**src/rtl/core/eutc_pkg.sv**
```systemverilog
package eutc_pkg;

  // 86400 seconds per day = 675 * 2^7
  localparam int unsigned DAY_ODD   = 675;
  localparam int          DAY_SHIFT = 7;
  localparam int          ODD_W     = 10;
  localparam int          SOD_W     = 17;

  // Day counts of the Gregorian cycles, years starting on March 1
  localparam int unsigned DAYS_1600_TO_1970 = 135080;
  localparam int unsigned DAYS_400Y         = 146097;
  localparam int unsigned DAYS_CENTURY      = 36524;
  localparam int unsigned DAYS_4Y           = 1461;
  localparam int unsigned DAYS_YEAR         = 365;

  // Year assembly
  localparam int unsigned YEARS_PER_400 = 400;
  localparam int unsigned YEARS_PER_CEN = 100;
  localparam int unsigned YEAR_BIAS     = 300;  // 1900 - 1600
  localparam logic [15:0] YEAR_MAX      = 16'hFFFF;

  // Weekday: 1970-01-01 was a Thursday
  localparam int unsigned EPOCH_WDAY = 4;
  localparam int unsigned WEEK_DAYS  = 7;

  // Leap day markers and month mapping
  localparam logic [2:0] CENT_LEAP  = 3'd4;
  localparam logic [2:0] YRS_LEAP   = 3'd4;
  localparam logic [4:0] LEAP_MDAY  = 5'd29;
  localparam logic [3:0] MARCH_OFS  = 4'd2;
  localparam logic [3:0] JAN_WRAP   = 4'd10;
  localparam logic [3:0] MON_FEB    = 4'd1;
  localparam logic [3:0] MON_APR    = 4'd3;
  localparam logic [3:0] MON_JUN    = 4'd5;
  localparam logic [3:0] MON_SEP    = 4'd8;
  localparam logic [3:0] MON_NOV    = 4'd10;

  // First day of each month within a March-based year
  localparam logic [8:0] MONTH_START [12] = '{
    9'd0, 9'd31, 9'd61, 9'd92, 9'd122, 9'd153,
    9'd184, 9'd214, 9'd245, 9'd275, 9'd306, 9'd337
  };

  typedef struct packed {
    logic [4:0] hour;
    logic [5:0] minute;
    logic [5:0] second;
  } tod_t;

  typedef struct packed {
    logic [15:0] year;
    logic [3:0]  month;
    logic [4:0]  mday;
    logic [2:0]  wday;
  } date_t;

endpackage

```
**src/rtl/core/epoch_seconds_to_utc_calendar_unit.sv**
```systemverilog
// Converts an unsigned count of seconds since 1970-01-01 00:00:00 UTC into
// the UTC calendar date and time. A new timestamp is taken on every cycle
// that start_i is high (busy_o stays low), and each result shows on the
// output ports for exactly one cycle with done_o high; results leave in
// the order the timestamps came in and the receiver cannot hold them off.
// Each timestamp passes through the input register, the two constant
// dividers of the split into days, the rebase register, the four
// dividers for the 400-year, century, 4-year and year cycles, and the
// output register. Years beyond 65535 + 1900 read as 65535.
module epoch_seconds_to_utc_calendar_unit import eutc_pkg::*; #(
  parameter int EPOCH_BITS = 40
) (
  input  logic                  clk_i,
  input  logic                  rst_ni,
  input  logic                  start_i,
  output logic                  busy_o,
  input  logic [EPOCH_BITS-1:0] epoch_seconds_i,
  output logic                  done_o,
  output logic [5:0]            second_of_minute_o,
  output logic [5:0]            minute_of_hour_o,
  output logic [4:0]            hour_of_day_o,
  output logic [2:0]            weekday_o,
  output logic [15:0]           year_since_1900_o,
  output logic [3:0]            month_index_o,
  output logic [4:0]            day_of_month_o
);

  localparam int DW         = EPOCH_BITS - 16;
  localparam int PIPE_DEPTH = 14;
  localparam int TOD_ALIGN  = 5;

  logic [PIPE_DEPTH-1:0]  vld_q;
  logic                   done_q;
  logic [EPOCH_BITS-1:0]  t_q;
  logic [DW-1:0]          days;
  logic [SOD_W-1:0]       sod;
  tod_t                   tod;
  tod_t                   tod_dly_q [TOD_ALIGN];
  date_t                  date;
  tod_t                   res_tod_q;
  date_t                  res_date_q;

  assign busy_o = 1'b0;

  // transfer tracking down the pipeline
  always_ff @(posedge clk_i or negedge rst_ni) begin
    if (!rst_ni) begin
      vld_q  <= '0;
      done_q <= 1'b0;
    end else begin
      vld_q  <= {vld_q[PIPE_DEPTH-2:0], start_i & ~busy_o};
      done_q <= vld_q[PIPE_DEPTH-1];
    end
  end

  // input register
  always_ff @(posedge clk_i) begin
    t_q <= epoch_seconds_i;
  end

  eutc_day_split #(
    .EB(EPOCH_BITS)
  ) u_day_split (
    .clk_i  (clk_i),
    .t_i    (t_q),
    .days_o (days),
    .sod_o  (sod)
  );

  eutc_tod u_tod (
    .clk_i (clk_i),
    .sod_i (sod),
    .tod_o (tod)
  );

  eutc_civil #(
    .DW(DW)
  ) u_civil (
    .clk_i  (clk_i),
    .days_i (days),
    .date_o (date)
  );

  // time of day finishes early; hold it until the date is ready
  always_ff @(posedge clk_i) begin
    tod_dly_q[0] <= tod;
    for (int k = 1; k < TOD_ALIGN; k++) begin
      tod_dly_q[k] <= tod_dly_q[k-1];
    end
  end

  // result register
  always_ff @(posedge clk_i) begin
    res_tod_q  <= tod_dly_q[TOD_ALIGN-1];
    res_date_q <= date;
  end

  assign done_o             = done_q;
  assign second_of_minute_o = res_tod_q.second;
  assign minute_of_hour_o   = res_tod_q.minute;
  assign hour_of_day_o      = res_tod_q.hour;
  assign weekday_o          = res_date_q.wday;
  assign year_since_1900_o  = res_date_q.year;
  assign month_index_o      = res_date_q.month;
  assign day_of_month_o     = res_date_q.mday;

`ifndef ASSERT_OFF
  a_done_has_transfer: assert property (@(posedge clk_i) disable iff (!rst_ni)
    done_o |-> $past(start_i, PIPE_DEPTH + 1))
    else $error("result strobe without a matching transfer");

  a_transfer_gives_done: assert property (@(posedge clk_i) disable iff (!rst_ni)
    start_i |-> ##(PIPE_DEPTH + 1) done_o)
    else $error("transfer did not produce a result");

  a_fields_in_range: assert property (@(posedge clk_i) disable iff (!rst_ni)
    done_o |-> (second_of_minute_o < 6'd60) && (minute_of_hour_o < 6'd60) &&
               (hour_of_day_o < 5'd24) && (weekday_o < 3'd7) &&
               (month_index_o < 4'd12) && (day_of_month_o != 5'd0))
    else $error("result field out of range");

  a_leap_day_year: assert property (@(posedge clk_i) disable iff (!rst_ni)
    (done_o && (month_index_o == MON_FEB) && (day_of_month_o >= LEAP_MDAY)) |->
      (day_of_month_o == LEAP_MDAY) &&
      ((year_since_1900_o[1:0] == 2'b00) || (year_since_1900_o == YEAR_MAX)))
    else $error("February day past 28 in a non-leap year");

  a_short_months: assert property (@(posedge clk_i) disable iff (!rst_ni)
    (done_o && (day_of_month_o == 5'd31)) |->
      (month_index_o != MON_FEB) && (month_index_o != MON_APR) &&
      (month_index_o != MON_JUN) && (month_index_o != MON_SEP) &&
      (month_index_o != MON_NOV))
    else $error("day 31 in a short month");
`endif

endmodule

```
**src/rtl/core/eutc_cdiv.sv**
```systemverilog
// Two-stage divider by a constant: reciprocal multiply, then one
// back-multiply and a single correction step. Side-band bits travel along.
module eutc_cdiv #(
  parameter int          XW  = 16,
  parameter int unsigned D   = 3,
  parameter int          QW  = 8,
  parameter int          RW  = 2,
  parameter int          SBW = 1
) (
  input  logic           clk_i,
  input  logic [XW-1:0]  x_i,
  input  logic [SBW-1:0] sb_i,
  output logic [QW-1:0]  q_o,
  output logic [RW-1:0]  r_o,
  output logic [SBW-1:0] sb_o
);

  localparam int          MW         = XW - $clog2(D) + 2;
  localparam int          PW         = XW + MW;
  localparam logic [XW:0] POW2       = {1'b1, {XW{1'b0}}};
  localparam logic [XW:0] RECIP_FULL = POW2 / (XW+1)'(D);
  localparam logic [MW-1:0] RECIP    = RECIP_FULL[MW-1:0];
  localparam logic [XW-1:0] DIV      = XW'(D);

  logic [PW-1:0]  prod_q;
  logic [XW-1:0]  x_q;
  logic [SBW-1:0] sb1_q;

  logic [MW-1:0]  qe;
  logic [XW-1:0]  back;
  logic [XW-1:0]  rem_raw;
  logic           fix;
  logic [MW-1:0]  q_d;
  logic [XW-1:0]  r_d;

  logic [QW-1:0]  q_q;
  logic [RW-1:0]  r_q;
  logic [SBW-1:0] sb2_q;

  // stage 1: estimate, low by at most one
  always_ff @(posedge clk_i) begin
    prod_q <= PW'(x_i) * PW'(RECIP);
    x_q    <= x_i;
    sb1_q  <= sb_i;
  end

  // stage 2: remainder and correction
  always_comb begin
    qe      = prod_q[PW-1:XW];
    back    = XW'(qe) * DIV;
    rem_raw = x_q - back;
    fix     = rem_raw >= DIV;
    q_d     = fix ? qe + MW'(1) : qe;
    r_d     = fix ? rem_raw - DIV : rem_raw;
  end

  always_ff @(posedge clk_i) begin
    q_q   <= QW'(q_d);
    r_q   <= RW'(r_d);
    sb2_q <= sb1_q;
  end

  assign q_o  = q_q;
  assign r_o  = r_q;
  assign sb_o = sb2_q;

endmodule

```
**src/rtl/core/eutc_day_split.sv**
```systemverilog
// Seconds to whole days and second of day, as two chained divisions by 675
// of the seconds count with its low 7 bits set aside.
module eutc_day_split import eutc_pkg::*; #(
  parameter int EB = 40
) (
  input  logic             clk_i,
  input  logic [EB-1:0]    t_i,
  output logic [EB-17:0]   days_o,
  output logic [SOD_W-1:0] sod_o
);

  localparam int HI_W = 19;
  localparam int LW   = EB - HI_W - DAY_SHIFT;
  localparam int LOW  = LW + DAY_SHIFT;
  localparam int SBB  = ODD_W + DAY_SHIFT;

  logic [ODD_W-1:0] q1;
  logic [ODD_W-1:0] r1;
  logic [LOW-1:0]   sb_a;
  logic [LW-1:0]    q2;
  logic [ODD_W-1:0] r2;
  logic [SBB-1:0]   sb_b;

  // upper 19 bits first
  eutc_cdiv #(
    .XW(HI_W), .D(DAY_ODD), .QW(ODD_W), .RW(ODD_W), .SBW(LOW)
  ) u_div_hi (
    .clk_i (clk_i),
    .x_i   (t_i[EB-1 -: HI_W]),
    .sb_i  (t_i[LOW-1:0]),
    .q_o   (q1),
    .r_o   (r1),
    .sb_o  (sb_a)
  );

  // remainder joined with the lower bits
  eutc_cdiv #(
    .XW(ODD_W + LW), .D(DAY_ODD), .QW(LW), .RW(ODD_W), .SBW(SBB)
  ) u_div_lo (
    .clk_i (clk_i),
    .x_i   ({r1, sb_a[LOW-1:DAY_SHIFT]}),
    .sb_i  ({q1, sb_a[DAY_SHIFT-1:0]}),
    .q_o   (q2),
    .r_o   (r2),
    .sb_o  (sb_b)
  );

  assign days_o = {sb_b[SBB-1:DAY_SHIFT], q2};
  assign sod_o  = {r2, sb_b[DAY_SHIFT-1:0]};

endmodule

```
**src/rtl/core/eutc_tod.sv**
```systemverilog
// Second of day to hour, minute and second: divide by 60 as (sod >> 2) / 15,
// then minutes by 60.
module eutc_tod import eutc_pkg::*; (
  input  logic             clk_i,
  input  logic [SOD_W-1:0] sod_i,
  output tod_t             tod_o
);

  logic [10:0] mins;
  logic [3:0]  r15;
  logic [1:0]  sb_a;
  logic [4:0]  hours;
  logic [5:0]  min_r;
  logic [5:0]  sec_b;

  eutc_cdiv #(
    .XW(SOD_W - 2), .D(15), .QW(11), .RW(4), .SBW(2)
  ) u_div_min (
    .clk_i (clk_i),
    .x_i   (sod_i[SOD_W-1:2]),
    .sb_i  (sod_i[1:0]),
    .q_o   (mins),
    .r_o   (r15),
    .sb_o  (sb_a)
  );

  eutc_cdiv #(
    .XW(11), .D(60), .QW(5), .RW(6), .SBW(6)
  ) u_div_hour (
    .clk_i (clk_i),
    .x_i   (mins),
    .sb_i  ({r15, sb_a}),
    .q_o   (hours),
    .r_o   (min_r),
    .sb_o  (sec_b)
  );

  assign tod_o.hour   = hours;
  assign tod_o.minute = min_r;
  assign tod_o.second = sec_b;

endmodule

```
**src/rtl/core/eutc_civil.sv**
```systemverilog
// Day count to civil date: shift to 1600-03-01, split into 400-year,
// century, 4-year and year cycles, then map the day of the March-based year.
module eutc_civil import eutc_pkg::*; #(
  parameter int DW = 24
) (
  input  logic          clk_i,
  input  logic [DW-1:0] days_i,
  output date_t         date_o
);

  localparam int CW   = (DW + 1 > 18) ? DW + 1 : 18;
  localparam int ND   = (DW + 2) / 3;
  localparam int WSW  = $clog2(7 * ND + EPOCH_WDAY + 1);
  localparam int QYW  = CW - 16;
  localparam int YW   = QYW + 10;
  localparam int YFW  = (YW + 1 > 17) ? YW + 1 : 17;

  // weekday residue: 8 = 1 mod 7, so octal digits add up
  function automatic logic [2:0] mod7_fold(input logic [8:0] v);
    logic [4:0] f1;
    logic [3:0] f2;
    f1 = 5'(v[2:0]) + 5'(v[5:3]) + 5'(v[8:6]);
    f2 = 4'(f1[2:0]) + 4'(f1[4:3]);
    return (f2 >= 4'(WEEK_DAYS)) ? 3'(f2 - 4'(WEEK_DAYS)) : 3'(f2);
  endfunction

  logic [ND*3-1:0] days_ext;
  logic [WSW-1:0]  wsum_d;
  logic [WSW-1:0]  wsum_q;
  logic [CW-1:0]   d_q;

  logic [QYW-1:0]  q400;
  logic [17:0]     r400;
  logic [WSW-1:0]  wsum_b;

  logic [2:0]      cent;
  logic [15:0]     rc;
  logic [QYW+2:0]  sb_c;
  logic [YW-1:0]   yacc_d;
  logic            c4_d;

  logic [4:0]      q4;
  logic [10:0]     r4;
  logic [YW+3:0]   sb_4;
  logic [YW-1:0]   yacc2_d;

  logic [2:0]      yrs;
  logic [8:0]      doy;
  logic [YW+3:0]   sb_y;

  logic [YW-1:0]   yacc_f;
  logic            c4_f;
  logic [3:0]      m_idx;
  logic            feb29;
  logic            wrap;
  logic [3:0]      mon;
  logic [4:0]      mday;
  logic [YFW-1:0]  ysum;

  // rebase to 1600-03-01, start the weekday digit sum
  assign days_ext = (ND*3)'(days_i);

  always_comb begin
    wsum_d = WSW'(EPOCH_WDAY);
    for (int k = 0; k < ND; k++) begin
      wsum_d = wsum_d + WSW'(days_ext[3*k +: 3]);
    end
  end

  always_ff @(posedge clk_i) begin
    d_q    <= CW'(days_i) + CW'(DAYS_1600_TO_1970);
    wsum_q <= wsum_d;
  end

  // 400-year cycles
  eutc_cdiv #(
    .XW(CW), .D(DAYS_400Y), .QW(QYW), .RW(18), .SBW(WSW)
  ) u_div_400 (
    .clk_i (clk_i),
    .x_i   (d_q),
    .sb_i  (wsum_q),
    .q_o   (q400),
    .r_o   (r400),
    .sb_o  (wsum_b)
  );

  // centuries; a count of four is the leap day closing the cycle
  eutc_cdiv #(
    .XW(18), .D(DAYS_CENTURY), .QW(3), .RW(16), .SBW(QYW + 3)
  ) u_div_cen (
    .clk_i (clk_i),
    .x_i   (r400),
    .sb_i  ({q400, mod7_fold(9'(wsum_b))}),
    .q_o   (cent),
    .r_o   (rc),
    .sb_o  (sb_c)
  );

  assign yacc_d = YW'(sb_c[QYW+2:3]) * YW'(YEARS_PER_400) + YW'(cent) * YW'(YEARS_PER_CEN);
  assign c4_d   = cent == CENT_LEAP;

  // 4-year cycles
  eutc_cdiv #(
    .XW(16), .D(DAYS_4Y), .QW(5), .RW(11), .SBW(YW + 4)
  ) u_div_4y (
    .clk_i (clk_i),
    .x_i   (rc),
    .sb_i  ({yacc_d, c4_d, sb_c[2:0]}),
    .q_o   (q4),
    .r_o   (r4),
    .sb_o  (sb_4)
  );

  assign yacc2_d = sb_4[YW+3:4] + YW'({q4, 2'b00});

  // single years
  eutc_cdiv #(
    .XW(11), .D(DAYS_YEAR), .QW(3), .RW(9), .SBW(YW + 4)
  ) u_div_yr (
    .clk_i (clk_i),
    .x_i   (r4),
    .sb_i  ({yacc2_d, sb_4[3:0]}),
    .q_o   (yrs),
    .r_o   (doy),
    .sb_o  (sb_y)
  );

  // month lookup and final year
  assign yacc_f = sb_y[YW+3:4];
  assign c4_f   = sb_y[3];

  always_comb begin
    m_idx = '0;
    for (int k = 1; k < 12; k++) begin
      m_idx = m_idx + 4'(doy >= MONTH_START[k]);
    end
  end

  always_comb begin
    feb29 = c4_f || (yrs == YRS_LEAP);
    wrap  = m_idx >= JAN_WRAP;
    mon   = wrap ? m_idx - JAN_WRAP : m_idx + MARCH_OFS;
    mday  = 5'(doy - MONTH_START[m_idx] + 9'd1);
    if (feb29) begin
      wrap = 1'b0;
      mon  = MON_FEB;
      mday = LEAP_MDAY;
    end
    ysum = YFW'(yacc_f) + YFW'(yrs) + YFW'(wrap) - YFW'(YEAR_BIAS);
  end

  assign date_o.year  = (ysum > YFW'(YEAR_MAX)) ? YEAR_MAX : 16'(ysum);
  assign date_o.month = mon;
  assign date_o.mday  = mday;
  assign date_o.wday  = sb_y[2:0];

endmodule
```
**config.mk**
```make
export PLATFORM = sky130hd
export DESIGN_NAME = epoch_seconds_to_utc_calendar_unit
export DESIGN_NICKNAME = d
export VERILOG_FILES = /design/src/rtl/core/eutc_pkg.sv /design/src/rtl/core/epoch_seconds_to_utc_calendar_unit.sv /design/src/rtl/core/eutc_cdiv.sv /design/src/rtl/core/eutc_day_split.sv /design/src/rtl/core/eutc_tod.sv /design/src/rtl/core/eutc_civil.sv
export SDC_FILE = /design/constraint.sdc
export NUM_CORES = 2
export LEC_CHECK = 0
export BUFFER_PORTS_ARGS = -buffer_cell sky130_fd_sc_hd__buf_2
export CORE_UTILIZATION = 45
export CTS_CLUSTER_SIZE = 14
export DETAILED_ROUTE_END_ITERATION = 10
export PLACE_DENSITY = 0.66
export SYNTH_ARGS = -nofsm -noshare
export SYNTH_HDL_FRONTEND = slang
export SYNTH_SLANG_ARGS = --single-unit
export TNS_END_PERCENT = 20
```
**constraint.sdc**
```tcl
create_clock -name clk_i -period 8.3 [get_ports clk_i]
set_input_delay 0.83 -clock clk_i [delete_from_list [all_inputs] [get_ports clk_i]]
set_output_delay 0.83 -clock clk_i [all_outputs]
set_load 0.05 [all_outputs]
```
==> impl_metrics.tcl <==
set metrics [dict create \
    synth_nets 6408 \
    ys_async_sr_fraction_pct 1.94 \
    dieArea_um2 116000 \
    grt_max_degree 29 \
    worstPathArrival_ns 8.03 \
    fp.dieW_um 341 \
    io_pins 90 \
    htree_levels 3 \
    cts_buffers 86 \
    wl_per_cell_um 13.1 \
    syn2layout_area_growth_pct 10.2 \
    synthTopCellsByCount "inv_1, ha_1, dfxtp_1" \
    rsz0062_at_grt "no" \
    drive_above_1_share_pct 5.62 \
    synth-edff-count 0 \
    finalCritPeriodShare_pct 90.6 \
    report.final.slew_viol_count 0 \
    setup-violations-final 0 \
    core_area_um2 114000 \
    synth.avg_cell_area_um2 10.3 \
    cap_violations 0 \
    cts_setup_buffers 0 \
    fmax_ghz 0.133 \
    clk_pin_slew_ns 0.06 \
    synthesis.area_um2 51700 \
    seq_area_um2 15600 \
    fp-row-count 124 \
    clock_sinks 774 \
    final-hold-violation-count 0 \
    setup_tns_ns 0 \
    postRouteAntennaNets 0 \
    grt_pass1_wl_um 153000 \
    synth-seq-cells 774 \
    ys.warnings.count 0 \
    port_buffers 88 \
    synth_cell_type_count 93 \
    vias 32500 \
    synthFlopType "dfxtp_1" \
    period_needed_ns 7.52 \
    filler_cell_count 10400 \
    synth.top_cell.area_share_pct 29.4 \
    nets 6550 \
    drt_wl_total_um 87800 \
    critPathKind "register to register" \
    drc 0 \
    start_kind "register" \
    tightest_slew_ns 1.27 \
    slowest_stage "fa_1" \
    track_usage_pct 15.6 \
    viasPerCell 4.83 \
    critical_path_peak_fanout 13 \
    cts_tree "yes" \
    status "finished, final reports clean" \
    synth_top_cell_by_area "dfxtp_1" \
    die_y_um 341 \
    fin_hold_ws_ns 0.0673 \
    start_util_pct 45.3 \
    firstDrtPassIters 5 \
    fin_area_um2 57000 \
    path_common_cell "ha_1" \
    place_area_um2 53900 \
    dp_hpwl_um 71800 \
    slowest_delay_ns 0.59 \
    clock_skew_ns 0.0258 \
    post-synth-top-count-cell "inv_1" \
    yosysSeqAreaShare_pct 30.1 \
    drt_iter0_markers 975 \
    grt_pass1_vias 33300 \
    max_slew_margin_pct 15.1 \
    required_ns 8.81 \
    min_path_type "primary input to async pin" \
    diodes 0 \
    gp_congestion 0.871 \
    clk-insertion-delay-late_ns 0.66 \
    cts-root-buf "clkbuf_16" \
    synthCells 4998 \
    gr-total-overflow 0 \
    synthTopCellsByArea "dfxtp_1, ha_1, fa_1, inv_1, xnor2_1" \
    multiInputGateArea_um2 32400 \
    clockBufferDepth 3 \
    antenna_found_initial 0 \
    cp-end-kind "register" \
]
==> cells in the final DEF, fill, tap and decap left out, drive strengths merged, types with 15 or more instances in the layout <==
cell,instances
or2,19
mux2i,16
nand2b,56
clkinv,21
o211ai,19
o31ai,19
clkbuf,110
and2,19
nand4,26
o2111ai,16
o21a,39
nor4,17
inv,954
xnor2,244
dfrtp,15
xor2,90
or3,20
buf,91
fa,441
nor2b,45
nor3,68
o21bai,29
nand2,180
a21o,95
nand3,60
a21oi,183
a211oi,17
o21ai,156
a21boi,19
ha,926
nor2,195
a31oi,19
dfxtp,759
and3,28
==> metrics by stage <==
stage                     setup WS (ns)  cells  util (%)
final                             0.779   6721      49.9
after floorplan                    1.44   4998         -
after global placement            0.760   6564      47.2
after global routing              0.159   6721      49.9
after CTS                         0.536   6721      49.9
after detailed placement          0.569   6564      47.2
==> worst paths after layout <==
check	startpoint	endpoint	slack, ns	depth (start not counted)
hold / removal	rst_ni	vld_q[11]$_DFF_PN0_	0.07	1
max in group asynchronous	rst_ni	done_o$_DFF_PN0_	7.99	1
setup / recovery	u_civil.u_div_yr.r_o[1]$_DFF_P_	year_since_1900_o[7]$_SDFF_PN1_	0.78	29
setup reg to reg	u_civil.u_div_yr.r_o[1]$_DFF_P_	year_since_1900_o[7]$_SDFF_PN1_	0.78	29
hold reg to reg	u_day_split.u_div_hi.q_o[8]$_DFF_P_	u_day_split.u_div_lo.sb1_q[15]$_DFF_P_	0.32	0
min in group clk_i	epoch_seconds_i[22]	t_q[22]$_DFF_P_	0.26	1
==> layer usage <==
layer	track usage [%]	part of all wire [%]	up-vias
met5	0	0	-
met4	4.68	2.5	0
met3	2.12	2.5	147
met2	28.6	50	313
met1	18.8	45	15300
li1	-	-	16800
==> sequential cells by signal, summed over array words and instances (netlist names), 19 cells and up <==
signal	count
u_civil.u_div_yr.sb_o	21
u_civil.u_div_yr.sb1_q	21
u_civil.d_q	25
u_day_split.u_div_hi.sb1_q	21
u_day_split.u_div_hi.x_q	19
u_civil.u_div_4y.sb1_q	21
t_q	40
u_day_split.u_div_lo.x_q	24
u_civil.u_div_4y.sb_o	21
u_day_split.u_div_hi.sb_o	21
u_civil.u_div_400.x_q	25
tod_dly_q	85
==> final cells by class <==
cell class,count,area share (%)
well taps,1512,3.32
flip-flops and latches,774,27.3
repair buffers,91,0.812
multi-input cells,3242,56.9
clock buffers,110,4.18
inverters,945,6.22
clock inverters,47,1.22
==> worst max-delay path, delay by kind of cell (launching register included) <==
kind | cells | cell delay [ns]
buffers and inverters | 4 | 0.33
adders and majority gates | 10 | 3.33
DFF | 1 | 0.38
AOI/OAI and AO/OA | 7 | 1.34
and+or+nand+nor | 7 | 1.58
muxes | 1 | 0.39
==> logic make-up (layout without fill, tap and decap cells) <==
kind of cell | after synthesis | after routing | synth area share (%)
AO/OA/AOI/OAI | 736 | 736 | 9.49
XOR/XNOR | 335 | 335 | 5.70
adder cells (fa/ha/maj) | 1367 | 1367 | 39.5
buffers and inverters | 982 | 1193 | 7.19
flip-flops | 774 | 774 | 30.1
multiplexers | 28 | 28 | 0.571
other | 1 | 1 | 0.00725
AND/OR/NAND/NOR | 775 | 775 | 7.46
==> what timing repair did <==
item,CTS,global route
hold buffers,0,0
gates resized for setup,0,1
endpoints found under the setup margin,0,3
Power is not shown: default switching activity piles up to over one toggle a cycle in this logic, so the estimate is an artifact.
